--- src/rtl/assert_macros.svh ---
// ----------------------------------------------------------------------------
// assert_macros.svh
// Assertion wrappers used by the RTL. They compile away when SYNTHESIS is set.
// ----------------------------------------------------------------------------
`ifndef ASSERT_MACROS_SVH
`define ASSERT_MACROS_SVH

`ifndef SYNTHESIS

// prop must hold on every clock edge outside reset
`define ASSERT_PROP(lbl, clk, rst_n, prop, msg) \
    lbl: assert property (@(posedge clk) disable iff (!rst_n) (prop)) \
        else $error(msg);

// cond must never be true outside reset
`define ASSERT_NEVER(lbl, clk, rst_n, cond, msg) \
    lbl: assert property (@(posedge clk) disable iff (!rst_n) !(cond)) \
        else $error(msg);

`else

`define ASSERT_PROP(lbl, clk, rst_n, prop, msg)
`define ASSERT_NEVER(lbl, clk, rst_n, cond, msg)

`endif

`endif

--- src/rtl/ltcq_pkg.sv ---
// ----------------------------------------------------------------------------
// ltcq_pkg
// Shared types and fixed field widths of the LED timed command queue.
// ----------------------------------------------------------------------------
package ltcq_pkg;

    localparam int CHAN_W    = 2;
    localparam int LEVEL_W   = 7;
    localparam int HOLD_W    = 16;
    localparam int ENTRY_W   = LEVEL_W + HOLD_W;
    localparam int DUTY_OUTS = 4;

    typedef enum logic
    {
        OP_ENQUEUE = 1'b0,
        OP_TICK    = 1'b1
    } opcode_t;

    // classified item, front to back
    typedef struct packed
    {
        opcode_t             op;
        logic [CHAN_W-1:0]   channel;
        logic                bad_chan;
        logic [LEVEL_W-1:0]  level;
        logic [HOLD_W-1:0]   hold;
    } cmd_t;

    // one result transfer
    typedef struct packed
    {
        logic [DUTY_OUTS-1:0][LEVEL_W-1:0] duty;
        logic                              dropped;
    } res_t;

endpackage

--- src/rtl/ltcq_ram.sv ---
// ----------------------------------------------------------------------------
// ltcq_ram
// Simple dual-port RAM: one write port, one read port with registered data.
// ----------------------------------------------------------------------------
module ltcq_ram #(
    parameter int WIDTH = 8,
    parameter int DEPTH = 16
) (
    input  logic                     clk,
    input  logic                     wr_en,
    input  logic [$clog2(DEPTH)-1:0] wr_addr,
    input  logic [WIDTH-1:0]         wr_data,
    input  logic                     rd_en,
    input  logic [$clog2(DEPTH)-1:0] rd_addr,
    output logic [WIDTH-1:0]         rd_data
);

    logic [WIDTH-1:0] mem [DEPTH];

    always_ff @(posedge clk)
    begin
        if (wr_en)
        begin
            mem[wr_addr] <= wr_data;
        end
        if (rd_en)
        begin
            rd_data <= mem[rd_addr];
        end
    end

endmodule

--- src/rtl/ltcq_front.sv ---
// ----------------------------------------------------------------------------
// ltcq_front
// Input side: takes items, checks the channel, saturates the level and
// buffers the classified command in a two-slot queue for the back end.
// ----------------------------------------------------------------------------
module ltcq_front #(
    parameter int CHANNELS  = 4,
    parameter int PWM_RANGE = 100
) (
    input  logic                          clk,
    input  logic                          rst_n,
    input  logic                          push,
    output logic                          full,
    input  logic                          opcode,
    input  logic [ltcq_pkg::CHAN_W-1:0]   channel,
    input  logic [ltcq_pkg::LEVEL_W-1:0]  level,
    input  logic [ltcq_pkg::HOLD_W-1:0]   hold_ms,
    output logic                          cmd_valid,
    output ltcq_pkg::cmd_t                cmd,
    input  logic                          cmd_take
);

    localparam int SLOTS = 2;

    ltcq_pkg::cmd_t slot_reg [SLOTS];
    logic           wr_ptr_reg;
    logic           wr_ptr_next;
    logic           rd_ptr_reg;
    logic           rd_ptr_next;
    logic [1:0]     count_reg;
    logic [1:0]     count_next;
    ltcq_pkg::cmd_t cls;
    logic           do_push;

    always_comb
    begin
        cls.op       = ltcq_pkg::opcode_t'(opcode);
        cls.channel  = channel;
        cls.bad_chan = (int'(channel) >= CHANNELS);
        cls.hold     = hold_ms;
        if (int'(level) > PWM_RANGE)
        begin
            cls.level = ltcq_pkg::LEVEL_W'(PWM_RANGE);
        end
        else
        begin
            cls.level = level;
        end
    end

    assign full      = (count_reg == 2'(SLOTS));
    assign cmd_valid = (count_reg != 2'd0);
    assign cmd       = slot_reg[rd_ptr_reg];
    assign do_push   = push && !full;

    always_comb
    begin
        wr_ptr_next = do_push  ? !wr_ptr_reg : wr_ptr_reg;
        rd_ptr_next = cmd_take ? !rd_ptr_reg : rd_ptr_reg;
        count_next  = count_reg;
        if (do_push && !cmd_take)
        begin
            count_next = count_reg + 2'd1;
        end
        else if (!do_push && cmd_take)
        begin
            count_next = count_reg - 2'd1;
        end
    end

    always_ff @(posedge clk or negedge rst_n)
    begin
        if (!rst_n)
        begin
            wr_ptr_reg <= 1'b0;
            rd_ptr_reg <= 1'b0;
            count_reg  <= 2'd0;
        end
        else
        begin
            wr_ptr_reg <= wr_ptr_next;
            rd_ptr_reg <= rd_ptr_next;
            count_reg  <= count_next;
        end
    end

    always_ff @(posedge clk)
    begin
        if (do_push)
        begin
            slot_reg[wr_ptr_reg] <= cls;
        end
    end

endmodule

--- src/rtl/ltcq_back.sv ---
// ----------------------------------------------------------------------------
// ltcq_back
// Execution side: per-channel queue pointers and timers, the command RAM
// and a sequencer that walks the channels one by one on a tick.
// ----------------------------------------------------------------------------
`include "assert_macros.svh"

module ltcq_back #(
    parameter int CHANNELS    = 4,
    parameter int QUEUE_DEPTH = 16
) (
    input  logic           clk,
    input  logic           rst_n,
    input  logic           cmd_valid,
    input  ltcq_pkg::cmd_t cmd,
    output logic           cmd_take,
    output logic           res_valid,
    output ltcq_pkg::res_t res,
    input  logic           res_ready
);

    localparam int CH_W    = (CHANNELS > 1) ? $clog2(CHANNELS) : 1;
    localparam int QP_W    = $clog2(QUEUE_DEPTH);
    localparam int FILL_W  = $clog2(QUEUE_DEPTH + 1);
    localparam int ENTRIES = CHANNELS * QUEUE_DEPTH;
    localparam int AW      = $clog2(ENTRIES);
    localparam int LEVEL_W = ltcq_pkg::LEVEL_W;
    localparam int HOLD_W  = ltcq_pkg::HOLD_W;
    localparam int ENTRY_W = ltcq_pkg::ENTRY_W;

    typedef enum logic [3:0]
    {
        S_IDLE = 4'b0001,
        S_SCAN = 4'b0010,
        S_LOAD = 4'b0100,
        S_EMIT = 4'b1000
    } state_t;

    state_t             state_reg;
    state_t             state_next;
    logic [CH_W-1:0]    idx_reg;
    logic [CH_W-1:0]    idx_next;
    logic               drop_reg;
    logic               drop_next;

    logic [QP_W-1:0]    head_reg [CHANNELS];
    logic [QP_W-1:0]    tail_reg [CHANNELS];
    logic [FILL_W-1:0]  fill_reg [CHANNELS];
    logic [HOLD_W-1:0]  time_reg [CHANNELS];
    logic [LEVEL_W-1:0] duty_reg [CHANNELS];

    // per-channel update at the selected channel
    logic [CH_W-1:0]    cur;
    logic [QP_W-1:0]    head_cur;
    logic [QP_W-1:0]    tail_cur;
    logic [FILL_W-1:0]  fill_cur;
    logic [HOLD_W-1:0]  time_cur;
    logic [HOLD_W-1:0]  time_dec;
    logic               head_we;
    logic               tail_we;
    logic               fill_we;
    logic [FILL_W-1:0]  fill_cur_next;
    logic               time_we;
    logic [HOLD_W-1:0]  time_cur_next;
    logic               duty_we;
    logic [LEVEL_W-1:0] duty_cur_next;

    logic               enq_drop;
    logic               last_ch;
    logic [AW-1:0]      base;
    logic               ram_wr_en;
    logic               ram_rd_en;
    logic [AW-1:0]      ram_wr_addr;
    logic [AW-1:0]      ram_rd_addr;
    logic [ENTRY_W-1:0] ram_rd_data;

    function automatic logic [QP_W-1:0] advance(input logic [QP_W-1:0] p);
        advance = (p == QP_W'(QUEUE_DEPTH - 1)) ? '0 : p + 1'b1;
    endfunction

    assign cur      = (state_reg == S_IDLE) ? CH_W'(cmd.channel) : idx_reg;
    assign head_cur = head_reg[cur];
    assign tail_cur = tail_reg[cur];
    assign fill_cur = fill_reg[cur];
    assign time_cur = time_reg[cur];
    assign time_dec = (time_cur != '0) ? time_cur - 1'b1 : '0;
    assign enq_drop = cmd.bad_chan || (fill_cur == FILL_W'(QUEUE_DEPTH));
    assign last_ch  = (idx_reg == CH_W'(CHANNELS - 1));
    assign base     = AW'(cur) * AW'(QUEUE_DEPTH);

    assign cmd_take    = (state_reg == S_IDLE) && cmd_valid;
    assign ram_wr_en   = cmd_take && (cmd.op == ltcq_pkg::OP_ENQUEUE) && !enq_drop;
    assign ram_rd_en   = (state_reg == S_SCAN) && (time_dec == '0) && (fill_cur != '0);
    assign ram_wr_addr = base + AW'(tail_cur);
    assign ram_rd_addr = base + AW'(head_cur);

    always_comb
    begin
        state_next    = state_reg;
        idx_next      = idx_reg;
        drop_next     = drop_reg;
        head_we       = 1'b0;
        tail_we       = 1'b0;
        fill_we       = 1'b0;
        fill_cur_next = fill_cur;
        time_we       = 1'b0;
        time_cur_next = time_cur;
        duty_we       = 1'b0;
        duty_cur_next = '0;
        case (state_reg)
            S_IDLE:
            begin
                if (cmd_valid)
                begin
                    if (cmd.op == ltcq_pkg::OP_ENQUEUE)
                    begin
                        drop_next     = enq_drop;
                        tail_we       = !enq_drop;
                        fill_we       = !enq_drop;
                        fill_cur_next = fill_cur + 1'b1;
                        state_next    = S_EMIT;
                    end
                    else
                    begin
                        drop_next  = 1'b0;
                        idx_next   = '0;
                        state_next = S_SCAN;
                    end
                end
            end
            S_SCAN:
            begin
                time_we       = 1'b1;
                time_cur_next = time_dec;
                if (ram_rd_en)
                begin
                    state_next = S_LOAD;
                end
                else
                begin
                    // still counting, or expired with nothing queued
                    duty_we       = (time_dec == '0);
                    duty_cur_next = '0;
                    if (last_ch)
                    begin
                        state_next = S_EMIT;
                    end
                    else
                    begin
                        idx_next = idx_reg + 1'b1;
                    end
                end
            end
            S_LOAD:
            begin
                duty_we       = 1'b1;
                duty_cur_next = ram_rd_data[ENTRY_W-1:HOLD_W];
                time_we       = 1'b1;
                time_cur_next = ram_rd_data[HOLD_W-1:0];
                head_we       = 1'b1;
                fill_we       = 1'b1;
                fill_cur_next = fill_cur - 1'b1;
                if (last_ch)
                begin
                    state_next = S_EMIT;
                end
                else
                begin
                    idx_next   = idx_reg + 1'b1;
                    state_next = S_SCAN;
                end
            end
            S_EMIT:
            begin
                if (res_ready)
                begin
                    state_next = S_IDLE;
                end
            end
            default:
            begin
                state_next = S_IDLE;
            end
        endcase
    end

    always_ff @(posedge clk or negedge rst_n)
    begin
        if (!rst_n)
        begin
            state_reg <= S_IDLE;
            idx_reg   <= '0;
            drop_reg  <= 1'b0;
            for (int c = 0; c < CHANNELS; c++)
            begin
                head_reg[c] <= '0;
                tail_reg[c] <= '0;
                fill_reg[c] <= '0;
                time_reg[c] <= '0;
                duty_reg[c] <= '0;
            end
        end
        else
        begin
            state_reg <= state_next;
            idx_reg   <= idx_next;
            drop_reg  <= drop_next;
            if (head_we)
            begin
                head_reg[cur] <= advance(head_cur);
            end
            if (tail_we)
            begin
                tail_reg[cur] <= advance(tail_cur);
            end
            if (fill_we)
            begin
                fill_reg[cur] <= fill_cur_next;
            end
            if (time_we)
            begin
                time_reg[cur] <= time_cur_next;
            end
            if (duty_we)
            begin
                duty_reg[cur] <= duty_cur_next;
            end
        end
    end

    ltcq_ram #(
        .WIDTH (ENTRY_W),
        .DEPTH (ENTRIES)
    ) u_store (
        .clk     (clk),
        .wr_en   (ram_wr_en),
        .wr_addr (ram_wr_addr),
        .wr_data ({cmd.level, cmd.hold}),
        .rd_en   (ram_rd_en),
        .rd_addr (ram_rd_addr),
        .rd_data (ram_rd_data)
    );

    assign res_valid   = (state_reg == S_EMIT);
    assign res.dropped = drop_reg;

    for (genvar d = 0; d < ltcq_pkg::DUTY_OUTS; d++)
    begin : g_duty
        if (d < CHANNELS)
        begin : g_live
            assign res.duty[d] = duty_reg[d];
        end
        else
        begin : g_none
            assign res.duty[d] = '0;
        end
    end

    // a load always follows a read and only pops a nonempty queue
    `ASSERT_PROP(a_rd_then_load, clk, rst_n, ram_rd_en |=> (state_reg == S_LOAD), "read not followed by load")
    `ASSERT_PROP(a_load_nonempty, clk, rst_n, (state_reg == S_LOAD) |-> (fill_reg[idx_reg] != '0), "pop from empty queue")
    `ASSERT_NEVER(a_no_rw_overlap, clk, rst_n, ram_wr_en && ram_rd_en, "store read and write in one cycle")

endmodule

--- src/rtl/led_timed_command_queue_core.sv ---
// ----------------------------------------------------------------------------
// led_timed_command_queue_core
// Four LED channels, each with a queue of (brightness, duration) commands,
// advanced by millisecond tick items. Every item gives one result transfer.
// ----------------------------------------------------------------------------
//
//   channel   direction  handshake      payload
//   -------   ---------  -------------  -------------------------------------
//   input     in         push / full    opcode, channel, level, hold_ms
//   result    out        empty / pop    duty_a..duty_d, dropped
//
// Enqueue: S_IDLE takes the item and writes the RAM, then S_EMIT gives the
// result; no new item is taken before S_EMIT is left. Tick: S_SCAN walks one
// channel per cycle, and a channel that pops adds S_LOAD for the single RAM
// read port. Results pass the input slot, S_EMIT and the result register.
// Stalls: the two-slot input queue takes items while the back end works; the
// result register holds the back end only while a result is not popped.
// Reset clears pointers, counts, timers and duty levels; the RAM needs no clear.
//
module led_timed_command_queue_core #(
    parameter int CHANNELS    = 4,
    parameter int QUEUE_DEPTH = 16,
    parameter int PWM_RANGE   = 100
) (
    input  logic                          clk,
    input  logic                          rst_n,
    input  logic                          push,
    output logic                          full,
    input  logic                          opcode,
    input  logic [ltcq_pkg::CHAN_W-1:0]   channel,
    input  logic [ltcq_pkg::LEVEL_W-1:0]  level,
    input  logic [ltcq_pkg::HOLD_W-1:0]   hold_ms,
    output logic                          empty,
    input  logic                          pop,
    output logic [ltcq_pkg::LEVEL_W-1:0]  duty_a,
    output logic [ltcq_pkg::LEVEL_W-1:0]  duty_b,
    output logic [ltcq_pkg::LEVEL_W-1:0]  duty_c,
    output logic [ltcq_pkg::LEVEL_W-1:0]  duty_d,
    output logic                          dropped
);

    logic           cmd_valid;
    logic           cmd_take;
    ltcq_pkg::cmd_t cmd;
    logic           res_valid;
    logic           res_ready;
    ltcq_pkg::res_t res;

    // output stage
    ltcq_pkg::res_t out_reg;
    logic           out_valid_reg;
    logic           out_valid_next;

    // front: accept and classify (channel range check, level saturation)
    ltcq_front #(
        .CHANNELS  (CHANNELS),
        .PWM_RANGE (PWM_RANGE)
    ) u_front (
        .clk       (clk),
        .rst_n     (rst_n),
        .push      (push),
        .full      (full),
        .opcode    (opcode),
        .channel   (channel),
        .level     (level),
        .hold_ms   (hold_ms),
        .cmd_valid (cmd_valid),
        .cmd       (cmd),
        .cmd_take  (cmd_take)
    );

    // back: per-channel queues, timers and the tick sequencer
    ltcq_back #(
        .CHANNELS    (CHANNELS),
        .QUEUE_DEPTH (QUEUE_DEPTH)
    ) u_back (
        .clk       (clk),
        .rst_n     (rst_n),
        .cmd_valid (cmd_valid),
        .cmd       (cmd),
        .cmd_take  (cmd_take),
        .res_valid (res_valid),
        .res       (res),
        .res_ready (res_ready)
    );

    // result register: refills in the same cycle it is popped
    assign res_ready = !out_valid_reg || pop;

    always_comb
    begin
        out_valid_next = out_valid_reg;
        if (res_valid && res_ready)
        begin
            out_valid_next = 1'b1;
        end
        else if (pop)
        begin
            out_valid_next = 1'b0;
        end
    end

    always_ff @(posedge clk or negedge rst_n)
    begin
        if (!rst_n)
        begin
            out_valid_reg <= 1'b0;
        end
        else
        begin
            out_valid_reg <= out_valid_next;
        end
    end

    always_ff @(posedge clk)
    begin
        if (res_valid && res_ready)
        begin
            out_reg <= res;
        end
    end

    assign empty   = !out_valid_reg;
    assign duty_a  = out_reg.duty[0];
    assign duty_b  = out_reg.duty[1];
    assign duty_c  = out_reg.duty[2];
    assign duty_d  = out_reg.duty[3];
    assign dropped = out_reg.dropped;

endmodule
--- config.mk ---
export PLATFORM = sky130hd
export DESIGN_NAME = led_timed_command_queue_core
export DESIGN_NICKNAME = d
export VERILOG_FILES = /design/src/rtl/ltcq_pkg.sv /design/src/rtl/ltcq_ram.sv /design/src/rtl/ltcq_front.sv /design/src/rtl/ltcq_back.sv /design/src/rtl/led_timed_command_queue_core.sv
export VERILOG_INCLUDE_DIRS = /design/src /design/src/rtl
export SDC_FILE = /design/constraint.sdc
export NUM_CORES = 2
export LEC_CHECK = 0
export ABC_AREA = 1
export ABC_CLOCK_PERIOD_IN_PS = 8670
export BUFFER_PORTS_ARGS = -buffer_cell sky130_fd_sc_hd__buf_4
export CAP_MARGIN = 10
export CORE_MARGIN = 2
export CORE_UTILIZATION = 50
export DETAILED_ROUTE_END_ITERATION = 8
export MAX_ROUTING_LAYER = met4
export PLACE_DENSITY_LB_ADDON = 0.1
export SYNTH_ARGS = -nofsm -noshare
export SYNTH_HDL_FRONTEND = slang
export SYNTH_SLANG_ARGS = --single-unit
export TNS_END_PERCENT = 100
--- constraint.sdc ---
create_clock -name clk -period 8.67 [get_ports clk]
set_input_delay 0.867 -clock clk [delete_from_list [all_inputs] [get_ports clk]]
set_output_delay 0.867 -clock clk [all_outputs]
set_load 0.01 [all_outputs]
* Word-level counts from Yosys, hierarchy flattened *
Memory sizes are Yosys's and may differ from the RTL's. A register that Yosys moved wholly into a read port is not among the register bits.
Cells that the tools add are included.
W data, S select, Z words.

word-level totals
  register bits after elaboration = 185
  latch bits = 0
  RAM bits = 1524
  ROM bits = 0
  input bits = 30
  output and inout bits = 31
  memories = 2

cells by class
  $add $sub $neg = 10
  $mul = 0
  divide/modulo/power cells = 0
  order comparisons = 3
  equality and inequality tests = 14
  shift-type cells = 0
  muxes and demuxes = 64
  bitwise gates (word level) = 2
  reductions and logical operators = 30

memories
  name                words  bits a word  read ports  clocked after Yosys merged registers in  write ports  RTL line          text
  u_back.u_store.mem  64     23           1           1                                        1            ltcq_ram.sv:18    logic [WIDTH-1:0] mem [DEPTH];
  u_front.slot_reg    2      26           1           0                                        1            ltcq_front.sv:25  ltcq_pkg::cmd_t slot_reg [SLOTS];

operators by type and width
  kind                     count
  $bwmux W64               1
  $mux W16                 4
  $mux W4                  13
  $bmux W16 S2             1
  $bwmux W16               2
  $demux W16 S2            1
  $pmux W16 S2             1
  $bwmux W28               1
  $mux W5                  5
  $mux W7                  3
  $bwmux W20               1
  $bmux W4 S2              2
  $logic_not A16 Y1        1
  $pmux W4 S4              1
  $reduce_bool A16 Y1      1
  $sub A16 B1 Y16 const B  1
  $demux W7 S2             1
  $mux W2                  7
  $mux W1                  13
  $add A6 B4 Y6            2
  $eq A4 B4 Y1 const B     3
  $bmux W5 S2              1
  $demux W5 S2             1
  $logic_and A1 B1 Y1      10
  other kinds (32)         46

* Longest topological paths before layout *
  word-level depth = 13
  mapped depth = 26
  mapped depth without buffers = 25

* Cells and area by module *
A second synthesis with hierarchy kept.

second synthesis, totals
  cells, all modules = 6304
  area, all modules = 71678.7 sq um

modules (own cells, without submodules)
  module                        times used  cells each  area each (sq um)  seq. area each (sq um)
  ltcq_ram                      1           5014        60165.2            44893.1
  ltcq_back                     1           1126        8316.7             3779.9
  ltcq_front                    1           128         2272.2             1661.6
  led_timed_command_queue_core  1           36          924.6              895.9

* Worst setup path before layout *
Ideal clock, no wire load.

  path type = reg-to-reg
  from = reg u_back.state_reg[0]
  to = mem u_back.u_store.mem[40][0] (netlist bit), enable pin
  data arrival time = 4.276 ns
  data required time = 8.238 ns
  slack = 3.962 ns
  cell stages (with the launch flop) = 17
  cells stage by stage = dfstp_2 nand2_2 nor2_8 nand2_4 nand2_4 buf_2 nand2_2 o22ai_1 a21oi_1 o21ai_0 inv_2 ha_1 nand3b_1 nand2_2 nor2_1 nand2_1 nor3_1

between the ends
  word-level cells in the longest chain between the ends = 12
  elaborated cells between the ends (all ways) = 18
  those cells by class = 1 x add/sub; 2 x eq/ne; 9 x mux; 1 x bitwise; 5 x reduce/logical

ends and longest elaborated chain
  element                                      RTL line                          text
  start, declared                              ltcq_back.sv:39                   state_t state_reg;
  start signal, assigned                       ltcq_back.sv:205                  state_reg <= state_next;
  $eq A4 B1 Y1 *                               ltcq_back.sv:81, ltcq_back.sv:91
  $mux W2                                      ltcq_back.sv:81                   assign cur = (state_reg == S_IDLE) ? CH_W'(cmd.channel) : idx_reg;
  $not A2 Y3 (not written as such)             ltcq_back.sv:83, ltcq_back.sv:84
  $bmux W5 S2                                  ltcq_back.sv:84                   assign fill_cur = fill_reg[cur];
  $mux W5 (not written as such) (2 in series)  ltcq_back.sv:84
  $eq A5 B5 Y1                                 ltcq_back.sv:87                   assign enq_drop = cmd.bad_chan || (fill_cur == FILL_W'(QUEUE_DEPTH));
  $logic_or A1 B1 Y1                           ltcq_back.sv:87
  $logic_not A1 Y1                             ltcq_back.sv:92                   assign ram_wr_en = cmd_take && (cmd.op == ltcq_pkg::OP_ENQUEUE) && !enq_drop;
  $logic_and A1 B1 Y1                          ltcq_back.sv:92
  $mux W1                                      ltcq_ram.sv:22                    if (wr_en)
  $mux W1 (not written as such)                ltcq_ram.sv:24                    mem[wr_addr] <= wr_data;
  end, declared                                ltcq_ram.sv:18

Mark *: on every way between the ends. The rest lies on a longest branch, timed or not. The select of a mux whose other input is x is not followed.

* Worst setup path in the final report *
  from = reg u_front.rd_ptr_reg
  to = reg u_back.u_store.rd_data[22] (read register of u_back.u_store.mem) (data pin)

between the ends
  word-level cells in the longest chain between the ends = 11
  elaborated cells between the ends (all ways) = 20
  those cells by class = 2 x add/sub; 11 x mux; 1 x bitwise; 5 x reduce/logical; 1 x memory

ends and longest elaborated chain
  element                                                 RTL line                                           text
  start, declared                                         ltcq_front.sv:28                                   logic rd_ptr_reg;
  start signal, assigned                                  ltcq_front.sv:82                                   rd_ptr_reg <= rd_ptr_next;
  $mem_v2 Z2 W26 *                                        n/a
  $mux W2 *                                               ltcq_back.sv:81
  $not A2 Y3 (not written as such)                        ltcq_back.sv:82, ltcq_back.sv:84, ltcq_back.sv:85
  $bmux W16 S2                                            ltcq_back.sv:85                                    assign time_cur = time_reg[cur];
  $mux W16 (not written as such) (2 in series)            ltcq_back.sv:85
  $sub A16 B1 Y16 or $reduce_bool A16 Y1 (tied branches)  ltcq_back.sv:86                                    assign time_dec = (time_cur != '0) ? time_cur - 1'b1 : '0;
  $mux W16                                                ltcq_back.sv:86
  $logic_not A16 Y1                                       ltcq_back.sv:93                                    assign ram_rd_en = (state_reg == S_SCAN) && (time_dec == '0) && (fill_cur != '0);
  $logic_and A1 B1 Y1 (2 in series)                       ltcq_back.sv:93
  end, declared                                           ltcq_ram.sv:15                                     output logic [WIDTH-1:0] rd_data

Marks and branches as above.
A chain may end at the register's enable or synchronous reset.

==> results.json <==
{
  "syn_inst": 5558,
  "cp_data_required_time_ps": 9330,
  "core_um2": 139500,
  "drv_slew": 0,
  "startpoint_type": "flip-flop",
  "r2r-start": "u_front.rd_ptr_reg",
  "reg2reg_to": "u_back.u_store.rd_data[22]",
  "syn_area_um2": 70250,
  "cts_tree": "yes",
  "grt-ovfl-total": 0,
  "ir_worst_vdd_v": 0.0002519,
  "finalClockSkew_ps": 28.81,
  "cts_buffers": 178,
  "ioPinCount": 61,
  "layout_commonest_cell": "edfxtp_1",
  "initialDrtViolationCount": 5614,
  "dieArea_um2": 143500,
  "critical_path_class": "reg2reg",
  "async_flop_share_pct": 9.007,
  "final_area_um2": 78660,
  "fmax_mhz": 167.4,
  "fillCellCount": 11360,
  "first_pass_iters": 5,
  "worstMarginPinSlew_ps": 1015,
  "ant_nets": 0,
  "cts_buffer_depth": 3,
  "yosys_warnings": 0,
  "syn2layout_area_growth_pct": 11.97,
  "setup_viol": 0,
  "fin_setup_tns_ps": 0,
  "ys_ff_latch": 1732,
  "die_h_um": 378.8,
  "dpl_cell_area_um2": 73050,
  "clk_pin_slew_ps": 60,
  "grt_pass1_vias": 42890,
  "period_share_pct": 68.89,
  "grt_pass1_wl_um": 288800,
  "postCtsSetupBuffers": 0,
  "portBuffers": 60,
  "r2r_slack_ps": 2700,
  "crit_fanout": 132,
  "syn_area_per_cell_um2": 12.64,
  "critPathArrivalTime_ps": 6640,
  "htree_levels": 4,
  "rows": 137,
  "dpl.hpwl_um": 105700,
  "drive_above_1_share_pct": 13.50,
  "gp_congestion": 0.9302,
  "r2r.worst_path.cells": 20,
  "hold_buffers": 0,
  "nets": 5618,
  "largest_register_ffs": 1472,
  "drcViolationCount": 0,
  "track_usage_pct": 28.30,
  "ys_types": 46,
  "syn_nets": 5596,
  "cts-root-buf": "clkbuf_16",
  "finalHoldViolations": 0,
  "vias": 45520,
  "finalCriticalPeriod_ps": 5973,
  "wire_per_inst_um": 26.06,
  "clock_latency_ps": 810,
  "antenna_found_initial": 8,
  "drv_cap": 0,
  "ys_seq_area_share_pct": 72.93,
  "outcome": "completed",
  "maxSlewHeadroom_pct": 32.35,
  "die_w_um": 378.8,
  "grt_setup_unrepaired": "false",
  "synth_edf_count": 1576,
  "vias_per_cell": 5.989,
  "worstSetupEndpointType": "flip-flop",
  "wirelength_um": 198000,
  "p_per_area_nw_per_um2": 312.6,
  "layout_common_cells": "1,576 x edfxtp_1, 699 x o21ai_0, 683 x nand2_1, 652 x nor2_1, 352 x nand3_1",
  "hp-class": "in2async",
  "power_leakage_nw": 27.19,
  "ctsResizeCount": 0,
  "synth_ff_type": "edfxtp_1",
  "start_util_pct": 50.35,
  "cts_sinks": 1732,
  "grt_start_max_net_pins": 192
}
-- per-layer routing --
layer / GRT usage (%) / share of wire (%) / vias to the layer above
met5: - / 0 / -
met4: 9.733 / 3.1 / 0
met3: 4.254 / 7.5 / 322
met2: 43.27 / 47 / 1880
met1: 39.03 / 42 / 22920
li1: - / - / 20400
-- worst max-delay path by stage --
stage	start	endpoint	slack, ps	cells past startpoint
finish	u_front.rd_ptr_reg	u_back.u_store.rd_data[22]	2700	20
detailed placement	u_front.rd_ptr_reg	u_back.u_store.rd_data[18]	2780	19
CTS	u_front.rd_ptr_reg	u_back.u_store.rd_data[18]	2750	19
global route	u_front.rd_ptr_reg	u_back.u_store.rd_data[4]	2270	20
floorplan	u_back.state_reg[0]	u_back.u_store.mem[40][0]	3960	16
global placement	u_front.rd_ptr_reg	u_back.u_store.mem[48][4]	2500	17
-- area by class of cell --
type	count	area (um^2)	area share (%)
diodes	4	10.01	0.01272
clock buffers	239	4905	6.235
clock inverters	81	700.7	0.8907
inverters	194	759.5	0.9655
multi-input cells	3281	17120	21.77
flip-flops and latches	1732	51230	65.13
well taps	1876	2347	2.984
repair buffers	193	1585	2.015
-- worst max-delay path, stage by stage (launching register included) --
cell and delay (ps):
dfrtp_1 350, buf_4 240, inv_2 400, nand2_1 90
nand2_1 120, nand2_4 120, nand2_4 330, nor2_4 60
buf_4 300, a22oi_1 480, nand2_8 400, inv_8 740
buf_12 510, o21ai_0 150, inv_1 80, o21ai_0 80
o211ai_1 120, nand3_1 220, nand2_1 320, nand2_1 210
nand4_1 150
-- through the flow --
stage | setup slack [ps] | cells | power (mW) | util (%) | hold slack [ps]
floorplan | 3962 | 5558 | 14.42 | - | 425.3
global placement | 2500 | 7275 | 17.21 | 52.34 | 433.6
detailed placement | 2778 | 7276 | 17.26 | 52.35 | 432.4
CTS | 2748 | 7596 | 24.62 | 56.37 | 30.86
global route | 2271 | 7600 | 25.43 | 56.38 | 83.19
finish | 2697 | 7600 | 24.59 | 56.38 | 50.32
-- synthesized netlist by cell type, drive strengths merged (3+ instances only) --
master     n  area share [%]
ha         8            0.14
o221ai   252             3.1
edfxtp  1576              67
o311ai     6           0.075
xnor2      3           0.037
o22ai      6           0.053
dfrtp    155             5.5
xor2       3           0.037
nand2    741             4.2
o21ai    707             5.1
nor3       8           0.057
clkinv     3           0.018
inv      191             1.0
nor2     741             4.1
or2      176             1.6
o211ai   196             2.1
a21oi     12           0.085
clkbuf   258             1.4
buf       93            0.71
nand3    355             2.6
a22oi      8           0.085
mux2i     18            0.26
nand4     27            0.24
-- power breakdown --
part | total [mW] | switching (mW) | internal [mW]
clock | 7.42 | 3.16 | 4.26
sequential | 10.9 | 0.156 | 10.7
combinational | 6.29 | 5.10 | 1.19
total | 24.6 | 8.42 | 16.2
-- cells by family (layout without fill, tap and decap cells) --
| kind of cell | after synthesis | after routing | share of synthesized area, % |
|---|---|---|---|
| DFF | 1732 | 1732 | 72.93 |
| and+or+nand+nor | 2053 | 2053 | 12.79 |
| buffers and inverters | 545 | 707 | 3.124 |
| AOI/OAI and AO/OA | 1196 | 1196 | 10.69 |
| xor gates and xnor gates | 6 | 6 | 0.07482 |
| adders and majority gates | 8 | 8 | 0.1425 |
| muxes | 18 | 18 | 0.2565 |
| other | 0 | 4 | 0 |
No activity file was read; power rests on OpenSTA's default activity.
